### src/rtl/kci_pkg.sv
// ----------------------------------------------------------------------------
// kci_pkg
// Types and constants shared by the keyframe color interpolator modules.
// ----------------------------------------------------------------------------
package kci_pkg;

    localparam int FRAME_W = 31;
    localparam int TIME_W  = 16;
    localparam int PRIM_W  = 40;
    localparam int ENV_W   = 32;
    localparam int NUM_CH  = 9;    // prim R,G,B,A,LOD then env R,G,B,A
    localparam int CH_W    = 8;

    localparam int CFG_IDX_W = 2;
    localparam int CFG_DAT_W = 16;

    localparam logic [CFG_IDX_W-1:0] CFG_KEY_COUNT   = 2'd0;
    localparam logic [CFG_IDX_W-1:0] CFG_LOOP_LENGTH = 2'd1;
    localparam logic [CFG_IDX_W-1:0] CFG_INTERP_MODE = 2'd2;
    localparam logic [CFG_IDX_W-1:0] CFG_ENV_ENABLE  = 2'd3;

    localparam logic OP_LOAD = 1'b0;
    localparam logic OP_EVAL = 1'b1;

    localparam logic MODE_HOLD   = 1'b0;
    localparam logic MODE_LINEAR = 1'b1;

    typedef logic [NUM_CH-1:0][CH_W-1:0] ch_vec_t;

    typedef struct packed {
        logic [TIME_W-1:0] key_time;
        logic [PRIM_W-1:0] prim;     // R 39..32, G, B, A, LOD 7..0
        logic [ENV_W-1:0]  env;      // R 31..24 ... A 7..0
    } key_entry_t;

    typedef struct packed {
        logic               opcode;
        logic [3:0]         key_index;
        logic [TIME_W-1:0]  key_time;
        logic [31:0]        prim_rgba;
        logic [7:0]         prim_lod;
        logic [31:0]        env_rgba;
        logic [FRAME_W-1:0] game_frame;
    } in_t;

    typedef struct packed {
        logic [7:0] out_prim_r;
        logic [7:0] out_prim_g;
        logic [7:0] out_prim_b;
        logic [7:0] out_prim_a;
        logic [7:0] out_prim_lod;
        logic [7:0] out_env_r;
        logic [7:0] out_env_g;
        logic [7:0] out_env_b;
        logic [7:0] out_env_a;
        logic       env_valid;
        logic [3:0] active_key;
    } out_t;

endpackage

### src/rtl/kci_lerp.sv
// ----------------------------------------------------------------------------
// kci_lerp
// Nine channel lanes: multiply step, 8-step restoring divide, then signed add step.
// ----------------------------------------------------------------------------
module kci_lerp import kci_pkg::*; (
    input  logic              aclk,
    input  logic              aresetn,
    input  logic              start,
    input  ch_vec_t           lo_ch,
    input  ch_vec_t           hi_ch,
    input  logic [TIME_W-1:0] off,
    input  logic [TIME_W-1:0] span,
    output logic              done,
    output ch_vec_t           res_ch
);

    localparam int PROD_W = CH_W + TIME_W;
    localparam logic [3:0] MUL_STEP = 4'd0;
    localparam logic [3:0] DIV_LAST = 4'(CH_W);
    localparam logic [3:0] FIN_STEP = 4'(CH_W + 1);

    logic       busy_reg, busy_next;
    logic       done_reg, done_next;
    logic [3:0] step_reg, step_next;

    ch_vec_t                         lo_reg;
    ch_vec_t                         mag_reg;
    logic [NUM_CH-1:0]               neg_reg;
    logic [TIME_W-1:0]               off_reg;
    logic [TIME_W-1:0]               span_reg;
    logic [NUM_CH-1:0][TIME_W-1:0]   rem_reg;
    ch_vec_t                         low_reg;
    ch_vec_t                         q_reg;
    ch_vec_t                         res_reg;

    logic [NUM_CH-1:0][PROD_W-1:0]   prod;
    logic [NUM_CH-1:0][TIME_W:0]     trial;
    logic [NUM_CH-1:0][TIME_W:0]     diff;
    logic [NUM_CH-1:0]               ge;

    always_comb begin
        for (int i = 0; i < NUM_CH; i++) begin
            prod[i]  = PROD_W'(mag_reg[i]) * PROD_W'(off_reg);
            trial[i] = {rem_reg[i], low_reg[i][CH_W-1]};
            diff[i]  = trial[i] - {1'b0, span_reg};
            ge[i]    = (trial[i] >= {1'b0, span_reg});
        end
    end

    always_comb begin
        busy_next = busy_reg;
        step_next = step_reg;
        done_next = 1'b0;
        if (start) begin
            busy_next = 1'b1;
            step_next = MUL_STEP;
        end else if (busy_reg) begin
            step_next = step_reg + 4'd1;
            if (step_reg == FIN_STEP) begin
                busy_next = 1'b0;
                done_next = 1'b1;
            end
        end
    end

    always_ff @(posedge aclk) begin
        if (!aresetn) begin
            busy_reg <= 1'b0;
            done_reg <= 1'b0;
            step_reg <= '0;
        end else begin
            busy_reg <= busy_next;
            done_reg <= done_next;
            step_reg <= step_next;
        end
    end

    // off <= span, so each quotient is at most the channel delta and fits 8 bits;
    // the upper product bits therefore start out below span
    always_ff @(posedge aclk) begin
        if (start) begin
            lo_reg   <= lo_ch;
            off_reg  <= off;
            span_reg <= span;
            for (int i = 0; i < NUM_CH; i++) begin
                neg_reg[i] <= (hi_ch[i] < lo_ch[i]);
                mag_reg[i] <= (hi_ch[i] < lo_ch[i]) ? lo_ch[i] - hi_ch[i]
                                                    : hi_ch[i] - lo_ch[i];
            end
        end else if (busy_reg) begin
            if (step_reg == MUL_STEP) begin
                for (int i = 0; i < NUM_CH; i++) begin
                    rem_reg[i] <= prod[i][PROD_W-1:CH_W];
                    low_reg[i] <= prod[i][CH_W-1:0];
                    q_reg[i]   <= '0;
                end
            end else if (step_reg <= DIV_LAST) begin
                for (int i = 0; i < NUM_CH; i++) begin
                    rem_reg[i] <= ge[i] ? diff[i][TIME_W-1:0] : trial[i][TIME_W-1:0];
                    low_reg[i] <= {low_reg[i][CH_W-2:0], 1'b0};
                    q_reg[i]   <= {q_reg[i][CH_W-2:0], ge[i]};
                end
            end else begin
                for (int i = 0; i < NUM_CH; i++) begin
                    res_reg[i] <= neg_reg[i] ? lo_reg[i] - q_reg[i] : lo_reg[i] + q_reg[i];
                end
            end
        end
    end

    assign done   = done_reg;
    assign res_ch = res_reg;

endmodule

### config.mk
export PLATFORM = sky130hd
export DESIGN_NAME = kci_lerp
export DESIGN_NICKNAME = d
export VERILOG_FILES = /design/src/rtl/kci_pkg.sv /design/src/rtl/kci_lerp.sv
export SDC_FILE = /design/constraint.sdc
export NUM_CORES = 2
export LEC_CHECK = 0
export ABC_AREA = 1
export BUFFER_PORTS_ARGS = -buffer_cell sky130_fd_sc_hd__buf_2
export CAP_MARGIN = 20
export CORE_UTILIZATION = 31
export DETAILED_ROUTE_END_ITERATION = 6
export PLACE_DENSITY = 0.41
export SKIP_LAST_GASP = 1
export SLEW_MARGIN = 10
export SYNTH_ARGS = -nofsm -noshare
export SYNTH_HDL_FRONTEND = slang
export SYNTH_SLANG_ARGS = --single-unit
### constraint.sdc
create_clock -name aclk -period 19.1 [get_ports aclk]
set_clock_uncertainty 0.15 [all_clocks]
set_input_delay 0.955 -clock aclk [delete_from_list [all_inputs] [get_ports aclk]]
set_output_delay 0.955 -clock aclk [all_outputs]
set_load 0.02 [all_outputs]
==> results_dict.tcl <==
set metrics [dict create \
    status "finished clean" \
    clock-sinks 551 \
    max_freq_mhz 173 \
    synth_most_common_cell "nand2_1" \
    clk_path_buf_depth 3 \
    post-cts-setup-buffer-count 0 \
    drtAntennaViolNets 0 \
    drv_cap 0 \
    vias 67815 \
    async_reset_ff_frac 0 \
    grt_max_degree 129 \
    synth_seq_cells 551 \
    path_clk_slew_ns 0.07 \
    grt_pass1_vias 69996 \
    path_cells "buf_4 -> buf_4 -> nand2_1 -> fa_1 -> fa_1 -> inv_1 -> fa_1 -> inv_1 -> fa_1 -> inv_1 -> ha_1 -> nand2_1 -> nor2_1 -> inv_1 -> nor2_1 -> nand4_1 -> nand3_1 -> nand2_1 -> nand3_1 -> nand2_1" \
    use_met1 0.277 \
    cts_resized 0 \
    max_stage_delay_ns 0.66 \
    dp_worst_setup_slack_ns 13.36 \
    core_mm2 0.263 \
    synthTopCellsByCount "3416 x nand2_1, 2883 x inv_1, 792 x fa_1" \
    grtUsageMet3 0.0267 \
    rows 188 \
    tightest_slew_ns 1.04 \
    yosysTopAreaCell "edfxtp_1" \
    synth_cell_type_count 46 \
    end_kind "flip-flop" \
    cts_tree "yes" \
    grt_use_total 0.199 \
    critPathLaunchType "flip-flop" \
    drt_wl_total_mm 262 \
    io_pins 252 \
    min_path_type "input pin to flip-flop" \
    n_fill_cell 28408 \
    synth_seq_area_share 0.201 \
    register_area_mm2 0.0165 \
    initial_utilization 0.312 \
    synth_nets 13049 \
    dieWidth_um 516 \
    largest_register_ffs 144 \
    hold_viol_final 0 \
    drive_above_1_share 0.0500 \
    antenna_found_initial 26 \
    syn_to_final_growth_pct 8.77 \
    ys_warn_count 0 \
    fin_crit_sh 0.302 \
    hpwl_mm 199 \
    via_per_inst 4.55 \
    htreeDepth 3 \
    synth_top_area_share 0.200 \
    holdBufCountCts 0 \
    wl_per_cell_um 17.6 \
    slew_viol_final 0 \
    setup_viol 0 \
    overflow 0 \
    met2_usage 0.325 \
    syn-cell-area_mm2 0.0818 \
    grt_setup_unrepaired "false" \
    whs_ns 0.197 \
    synth_enable_flop_cells 545 \
    netlist_instances 11328 \
    slew_headroom 0.305 \
    port-buffer-count 251 \
    synth_ff_type "edfxtp_1" \
    busiest_layer "met2" \
    synth_area_leaders "edfxtp_1 20%, fa_1 19%, nand2_1 16%" \
    drt_pass1_iterations 6 \
    die-area_mm2 0.266 \
    gp_congestion 0.878 \
    drtIter0Drc 3973 \
    cts_buffers 80 \
    worstPathMaxFanout 49 \
    dieHeight_um 516 \
    final_nets 13047 \
    layout_setup_ws_ns 13.33 \
    worstPathArrival_ns 6.12 \
    clock_latency_ns 0.77 \
    fin_crit_ns 5.77 \
    critical_path_class "flip-flop to flip-flop" \
    required_ns 19.45 \
    critPathSlowestCell "buf_4" \
    cts-root-buf "clkbuf_16" \
    grt_pass1_wl_mm 410 \
    syn_avg_cell_area_um2 7.22 \
    drc 0 \
    multi_input_area_mm2 0.0529 \
    setup_tns_ns 0 \
]
-- cells by family (layout without fill, tap and decap cells) --
family	count (synthesis)	in the layout	share of synthesized area
buffers and inverters	3287	3349	0.153
AND/OR/NAND/NOR	4877	4877	0.251
adder cells (fa/ha/maj)	1542	1542	0.308
AO/OA/AOI/OAI	728	728	0.0497
other	0	6	0
flip-flops	551	551	0.201
XOR/XNOR	343	343	0.0367
-- placed cells by master, fill, tap and decap left out, types with 48 or more instances in the layout --
cell type,n
xnor2_1,89
nor2_1,458
nand3_1,529
o21bai_1,48
a21oi_1,422
inv_1,2869
buf_2,250
o21ai_0,147
edfxtp_1,545
buf_4,54
clkbuf_16,80
nand2_1,3416
nand4_1,108
ha_1,750
fa_1,792
nand3b_1,197
xor2_1,254
nor3_1,58
-- worst max-delay path, delay by kind of cell (launching register included) --
kind,cells,cell delay (ns)
buffers and inverters,6,1.33
adders and majority gates,5,2.52
and+or+nand+nor,9,1.05
DFF,1,0.35
-- layout make-up --
class,instances,area share
clock inverter,52,0.00677
inverter,2895,0.122
antenna,6,0.000169
tap,3515,0.0494
timing repair buffer,308,0.0195
multi-input combinational,7490,0.594
clock buffer,94,0.0231
sequential,551,0.185
-- through the flow --
| stage | utilization | std cells | instance area [um^2] |
|---|---|---|---|
| final | 0.339 | 14911 | 89000 |
| after detailed placement | 0.329 | 14759 | 86300 |
| after global placement | 0.329 | 14759 | 86300 |
| after global routing | 0.339 | 14908 | 89000 |
| after floorplan | - | 11328 | 81800 |
| after CTS | 0.339 | 14905 | 89000 |
-- per-layer routing --
layer  vias to the layer above  part of all wire
met5                         -           0.00040
met4                        14             0.020
met3                       248             0.044
met2                      1196              0.45
met1                     32381              0.49
li1                      33976                 -
-- path summary, 6_finish.rpt --
path | cells after the start | slack (ns) | from | to
max reg2reg | 20 | 13.33 | off_reg[15]$_DFFE_PP_ | rem_reg[76]$_DFFE_PP_
min reg2reg | 2 | 0.36 | low_reg[56]$_SDFFCE_PN0P_ | low_reg[57]$_DFFE_PP_
min | 1 | 0.20 | off[5] | off_reg[5]$_DFFE_PP_
max | 20 | 13.33 | off_reg[15]$_DFFE_PP_ | rem_reg[76]$_DFFE_PP_
Power is left out: the tool's default activity adds up to more than one toggle a clock period on the data nets, which glitch-free logic cannot reach.
