==> src/rtl/kci_pkg.sv <==
// ----------------------------------------------------------------------------
// kci_pkg
// Types and constants shared by the keyframe color interpolator modules.
// ----------------------------------------------------------------------------
package kci_pkg;

    localparam int FRAME_W = 31;
    localparam int TIME_W  = 16;
    localparam int PRIM_W  = 40;
    localparam int ENV_W   = 32;
    localparam int NUM_CH  = 9;    // prim R,G,B,A,LOD then env R,G,B,A
    localparam int CH_W    = 8;

    localparam int CFG_IDX_W = 2;
    localparam int CFG_DAT_W = 16;

    localparam logic [CFG_IDX_W-1:0] CFG_KEY_COUNT   = 2'd0;
    localparam logic [CFG_IDX_W-1:0] CFG_LOOP_LENGTH = 2'd1;
    localparam logic [CFG_IDX_W-1:0] CFG_INTERP_MODE = 2'd2;
    localparam logic [CFG_IDX_W-1:0] CFG_ENV_ENABLE  = 2'd3;

    localparam logic OP_LOAD = 1'b0;
    localparam logic OP_EVAL = 1'b1;

    localparam logic MODE_HOLD   = 1'b0;
    localparam logic MODE_LINEAR = 1'b1;

    typedef logic [NUM_CH-1:0][CH_W-1:0] ch_vec_t;

    typedef struct packed {
        logic [TIME_W-1:0] key_time;
        logic [PRIM_W-1:0] prim;     // R 39..32, G, B, A, LOD 7..0
        logic [ENV_W-1:0]  env;      // R 31..24 ... A 7..0
    } key_entry_t;

    typedef struct packed {
        logic               opcode;
        logic [3:0]         key_index;
        logic [TIME_W-1:0]  key_time;
        logic [31:0]        prim_rgba;
        logic [7:0]         prim_lod;
        logic [31:0]        env_rgba;
        logic [FRAME_W-1:0] game_frame;
    } in_t;

    typedef struct packed {
        logic [7:0] out_prim_r;
        logic [7:0] out_prim_g;
        logic [7:0] out_prim_b;
        logic [7:0] out_prim_a;
        logic [7:0] out_prim_lod;
        logic [7:0] out_env_r;
        logic [7:0] out_env_g;
        logic [7:0] out_env_b;
        logic [7:0] out_env_a;
        logic       env_valid;
        logic [3:0] active_key;
    } out_t;

endpackage

==> src/rtl/kci_mod.sv <==
// ----------------------------------------------------------------------------
// kci_mod
// Bit-serial restoring remainder: frame modulo loop length, one bit a cycle.
// ----------------------------------------------------------------------------
module kci_mod import kci_pkg::*; (
    input  logic               aclk,
    input  logic               aresetn,
    input  logic               start,
    input  logic [FRAME_W-1:0] dividend,
    input  logic [TIME_W-1:0]  divisor,
    output logic               done,
    output logic [TIME_W-1:0]  remainder
);

    localparam int STEP_W = $clog2(FRAME_W);
    localparam logic [STEP_W-1:0] LAST_STEP = STEP_W'(FRAME_W - 1);

    logic              busy_reg, busy_next;
    logic              done_reg, done_next;
    logic [STEP_W-1:0] step_reg, step_next;

    logic [FRAME_W-1:0] dvd_reg;
    logic [TIME_W-1:0]  rem_reg;
    logic [TIME_W-1:0]  div_reg;

    logic [TIME_W:0] trial;
    logic [TIME_W:0] diff;
    logic            ge;

    always_comb begin
        trial = {rem_reg, dvd_reg[FRAME_W-1]};
        diff  = trial - {1'b0, div_reg};
        ge    = (trial >= {1'b0, div_reg});
    end

    always_comb begin
        busy_next = busy_reg;
        step_next = step_reg;
        done_next = 1'b0;
        if (start) begin
            busy_next = 1'b1;
            step_next = '0;
        end else if (busy_reg) begin
            step_next = step_reg + STEP_W'(1);
            if (step_reg == LAST_STEP) begin
                busy_next = 1'b0;
                done_next = 1'b1;
            end
        end
    end

    always_ff @(posedge aclk) begin
        if (!aresetn) begin
            busy_reg <= 1'b0;
            done_reg <= 1'b0;
            step_reg <= '0;
        end else begin
            busy_reg <= busy_next;
            done_reg <= done_next;
            step_reg <= step_next;
        end
    end

    always_ff @(posedge aclk) begin
        if (start) begin
            dvd_reg <= dividend;
            rem_reg <= '0;
            div_reg <= divisor;
        end else if (busy_reg) begin
            dvd_reg <= {dvd_reg[FRAME_W-2:0], 1'b0};
            rem_reg <= ge ? diff[TIME_W-1:0] : trial[TIME_W-1:0];
        end
    end

    assign done      = done_reg;
    // zero loop length reduces every frame to 0
    assign remainder = (div_reg == '0) ? '0 : rem_reg;

endmodule

==> config.mk <==
export PLATFORM = sky130hd
export DESIGN_NAME = kci_mod
export DESIGN_NICKNAME = d
export VERILOG_FILES = /design/src/rtl/kci_pkg.sv /design/src/rtl/kci_mod.sv
export SDC_FILE = /design/constraint.sdc
export NUM_CORES = 1
export LEC_CHECK = 0
export ABC_AREA = 1
export BUFFER_PORTS_ARGS = -buffer_cell sky130_fd_sc_hd__buf_2
export CORE_ASPECT_RATIO = 0.6
export CORE_MARGIN = 8
export CORE_UTILIZATION = 51
export DETAILED_ROUTE_END_ITERATION = 7
export PLACE_DENSITY = 0.87
export SETUP_SLACK_MARGIN = 0.2
export SLEW_MARGIN = 20
export SYNTH_ARGS = -nofsm -noshare
export SYNTH_HDL_FRONTEND = slang
export SYNTH_SLANG_ARGS = --single-unit
==> constraint.sdc <==
create_clock -name aclk -period 1.8 [get_ports aclk]
set_input_delay 0.18 -clock aclk [delete_from_list [all_inputs] [get_ports aclk]]
set_output_delay 0.18 -clock aclk [all_outputs]
set_load 0.02 [all_outputs]
==> results.py <==
metrics = {
    "run_status": {
        "status": "complete, but fails checks",
        "failed_checks": "DRC, setup timing",
    },
    "synth": {
        "synth_area_um2": 4140,
        "ys_warn_count": 0,
        "synthCells": 552,
        "synth_seq_cells": 70,
        "synth.distinct_cells": 36,
        "ys_seq_area_share_pct": 45.2,
        "syn_avg_cell_area_um2": 7.50,
        "synth_fp_nets": 621,
    },
    "grt": {
        "grt_pass1_wl_um": 23000,
        "gr-total-overflow": 0,
        "first_global_vias": 4610,
        "grt_use_total_pct": 25.6,
        "grt_start_max_net_pins": 37,
        "antenna_found_initial": 0,
    },
    "sta": {
        "fmax_mhz": 454,
        "setup_tns_ps": -10810,
        "fin_crit_sh_pct": 122,
        "fin_ws_ps": -405,
        "setup_viol": 32,
        "rsz0062_at_grt": "yes",
        "skew_ps": 8.60,
        "hold_ws_ps": 6.73,
        "fin_crit_ps": 2200,
        "maxSlewHeadroom_pct": 79.2,
        "worst_pin_slew_ps": 312,
        "final_max_slew_viol_count": 0,
        "hold_viol": 0,
    },
    "power": {
        "power.total_mw": 4.90,
        "switchingPower_mw": 1.31,
        "p_int_mw": 3.59,
        "powerDensity_nw_per_um2": 764,
        "clock_power_share_pct": 44.5,
        "switching_share_pct": 26.7,
        "vdd_drop_max_uv": 965,
        "leakagePower_nw": 3.18,
        "combPwrFrac_pct": 16.8,
        "seqPwrFrac_pct": 38.8,
    },
    "place": {
        "dp_hpwl_um": 8680,
        "place_congestion": 0.999,
        "portBuffers": 66,
        "dp_cells": 767,
        "dp_worst_setup_slack_ps": -177,
        "postPlaceCellArea_um2": 5080,
    },
    "clocking": {
        "cts_tree": "built",
        "clk_latency_ps": 350,
        "cts_root_buf": "clkbuf_16",
        "clock-sinks": 70,
        "numCtsBuffers": 9,
        "ctsHtreeMaxLevel": 3,
        "cts_buffer_depth": 2,
        "clk_pin_slew_ps": 70,
    },
    "cells_and_area": {
        "nets": 764,
        "synthToLayoutAreaGrowth_pct": 54.7,
        "largest_reg_flops": 31,
        "antenna-diode-count": 0,
        "fin_area_um2": 6410,
        "finalNonFillerCells": 808,
        "final_core_utilization_pct": 81.3,
        "drive_above_1_share_pct": 42.7,
    },
    "route": {
        "via_per_inst": 6.18,
        "drt.antenna.violating_nets": 0,
        "drtIter0Drc": 921,
        "wl_per_cell_um": 22.8,
        "drc": 19,
        "vias": 4996,
        "wirelength_um": 18400,
        "dr.pass1.iters": 8,
    },
    "worst_setup_path": {
        "crit_fanout": 5,
        "slowest_delay_ps": 390,
        "critPathKind": "reg -> reg",
        "arrival_ps": 2460,
        "reg2reg_depth": 11,
        "cp-end-kind": "register",
        "crit_path_top_delay_cell": "edfxtp_1",
        "crit_chain": "inv_1 -> ha_1 -> nand2_2 -> nor2_4 -> nand3_2 -> nand3_4 -> nand2_4 -> bufbuf_16 -> nand3_1 -> nand2_1 -> o21ai_2",
        "cp.required_ps": 2060,
        "cp-start-kind": "register",
        "r2r_setup_slack_ps": -400,
    },
    "die": {
        "initial_utilization_pct": 52.6,
        "die-area_um2": 11400,
        "die_h_um": 85.8,
        "core-area_um2": 7880,
        "ioPinCount": 67,
        "row_count": 25,
        "die_w_um": 132,
    },
    "worst_hold_path": {
        "worst_hold_path_type": "in -> reg",
        "holdPathStages": 1,
    },
    "job": {
        "cap_violations": 0,
    },
}
cells in the mapped netlist:
cell / n / area share (%)
clkbuf_4: 1 / 0.18
nand3_1: 45 / 5.4
or2_0: 1 / 0.15
nand2_4: 2 / 0.54
xor2_1: 1 / 0.21
o21a_1: 1 / 0.18
edfxtp_1: 47 / 34
xnor2_1: 6 / 1.3
nand3b_1: 1 / 0.18
nor2_1: 38 / 3.4
nand4_1: 9 / 1.4
nand2_2: 3 / 0.45
nor2_2: 2 / 0.30
o211a_1: 1 / 0.24
buf_6: 3 / 0.82
dfxtp_1: 23 / 11
clkbuf_1: 8 / 0.72
or2_2: 1 / 0.15
nor3_1: 6 / 0.72
and2_1: 1 / 0.15
nor3b_1: 1 / 0.18
o21ai_0: 6 / 0.72
a31oi_1: 1 / 0.15
nand3_2: 4 / 0.97
fa_1: 1 / 0.48
ha_1: 18 / 5.4
nor4_2: 1 / 0.30
a211oi_1: 1 / 0.18
nand2_1: 217 / 20
inv_1: 85 / 7.7
buf_2: 2 / 0.24
nor2_4: 2 / 0.54
a21oi_2: 1 / 0.21
a21oi_1: 10 / 1.2
o21ai_1: 1 / 0.12
o21bai_1: 1 / 0.18
routing by layer:
layer  part of all wire, %  routed length (um)  global-route usage, %  vias up
met2                    43                7880                   41.8      517
met3                    15                2710                   8.98      212
li1                      -                   -                      -     2034
met5                     0                   0                      0        -
met1                    34                6280                   29.4     2233
met4                   8.6                1580                   13.3        0
power groups by stage:
stage / sequential, mW / combinational, mW / clock, mW
final: 1.90 / 0.821 / 2.18
after global routing: 1.90 / 0.856 / 2.22
after CTS: 1.89 / 0.631 / 2.14
after detailed placement: 1.92 / 0.574 / 0
after global placement: 1.91 / 0.557 / 0
after floorplan: 1.90 / 0.321 / 0
repair_timing:
action,in CTS,in global routing
setup buffers,11,9
cloned,5,0
hold buffers,0,0
hold endpoints to repair,0,0
endpoints found under the setup margin,32,32
resized for setup,84,113
pin swaps,13,34
final timing paths:
path                              end                     start
max           rem_reg[1]$_SDFFE_PP0P_      div_reg[6]$_DFFE_PP_
min             div_reg[14]$_DFFE_PP_               divisor[14]
max reg2reg   rem_reg[1]$_SDFFE_PP0P_      div_reg[6]$_DFFE_PP_
min reg2reg  step_reg[4]$_SDFFE_PP0P_  step_reg[4]$_SDFFE_PP0P_
kinds of logic (layout without fill, tap and decap cells):
group / count (synthesis) / count (layout) / synth area share, %
AO/OA/AOI/OAI: 23 / 23 / 3.20
XOR/XNOR: 7 / 7 / 1.48
AND/OR/NAND/NOR: 334 / 335 / 34.6
adder cells (fa/ha/maj): 19 / 19 / 5.92
buffers and inverters: 99 / 246 / 9.66
flip-flops: 70 / 70 / 45.2
placed cells by master, fill, tap and decap left out, types with 23 or more instances in the layout:
master / instances
edfxtp_1: 47
buf_2: 50
buf_6: 27
nand2_2: 28
nand2_1: 184
inv_1: 65
buf_4: 59
dfxtp_1: 23
nand3_1: 23
final cells by class:
type / count / area, um^2
Clock inverter: 6 / 116
Clock buffer: 10 / 239
Sequential cell: 70 / 1870
Inverter: 85 / 319
Timing Repair Buffer: 145 / 1200
Tap cell: 108 / 135
Multi-Input combinational cell: 384 / 2520
Fill cell: 388 / 1470
critical path, delay by kind of cell, from the launching register on:
| kind | cells | cell delay, ps |
|---|---|---|
| AND/OR/NAND/NOR | 7 | 740 |
| flip-flops | 1 | 390 |
| buffers and inverters | 2 | 370 |
| adder cells (fa/ha/maj) | 1 | 360 |
| AO/OA/AOI/OAI | 1 | 240 |
No activity file was read; power rests on OpenSTA's default activity.
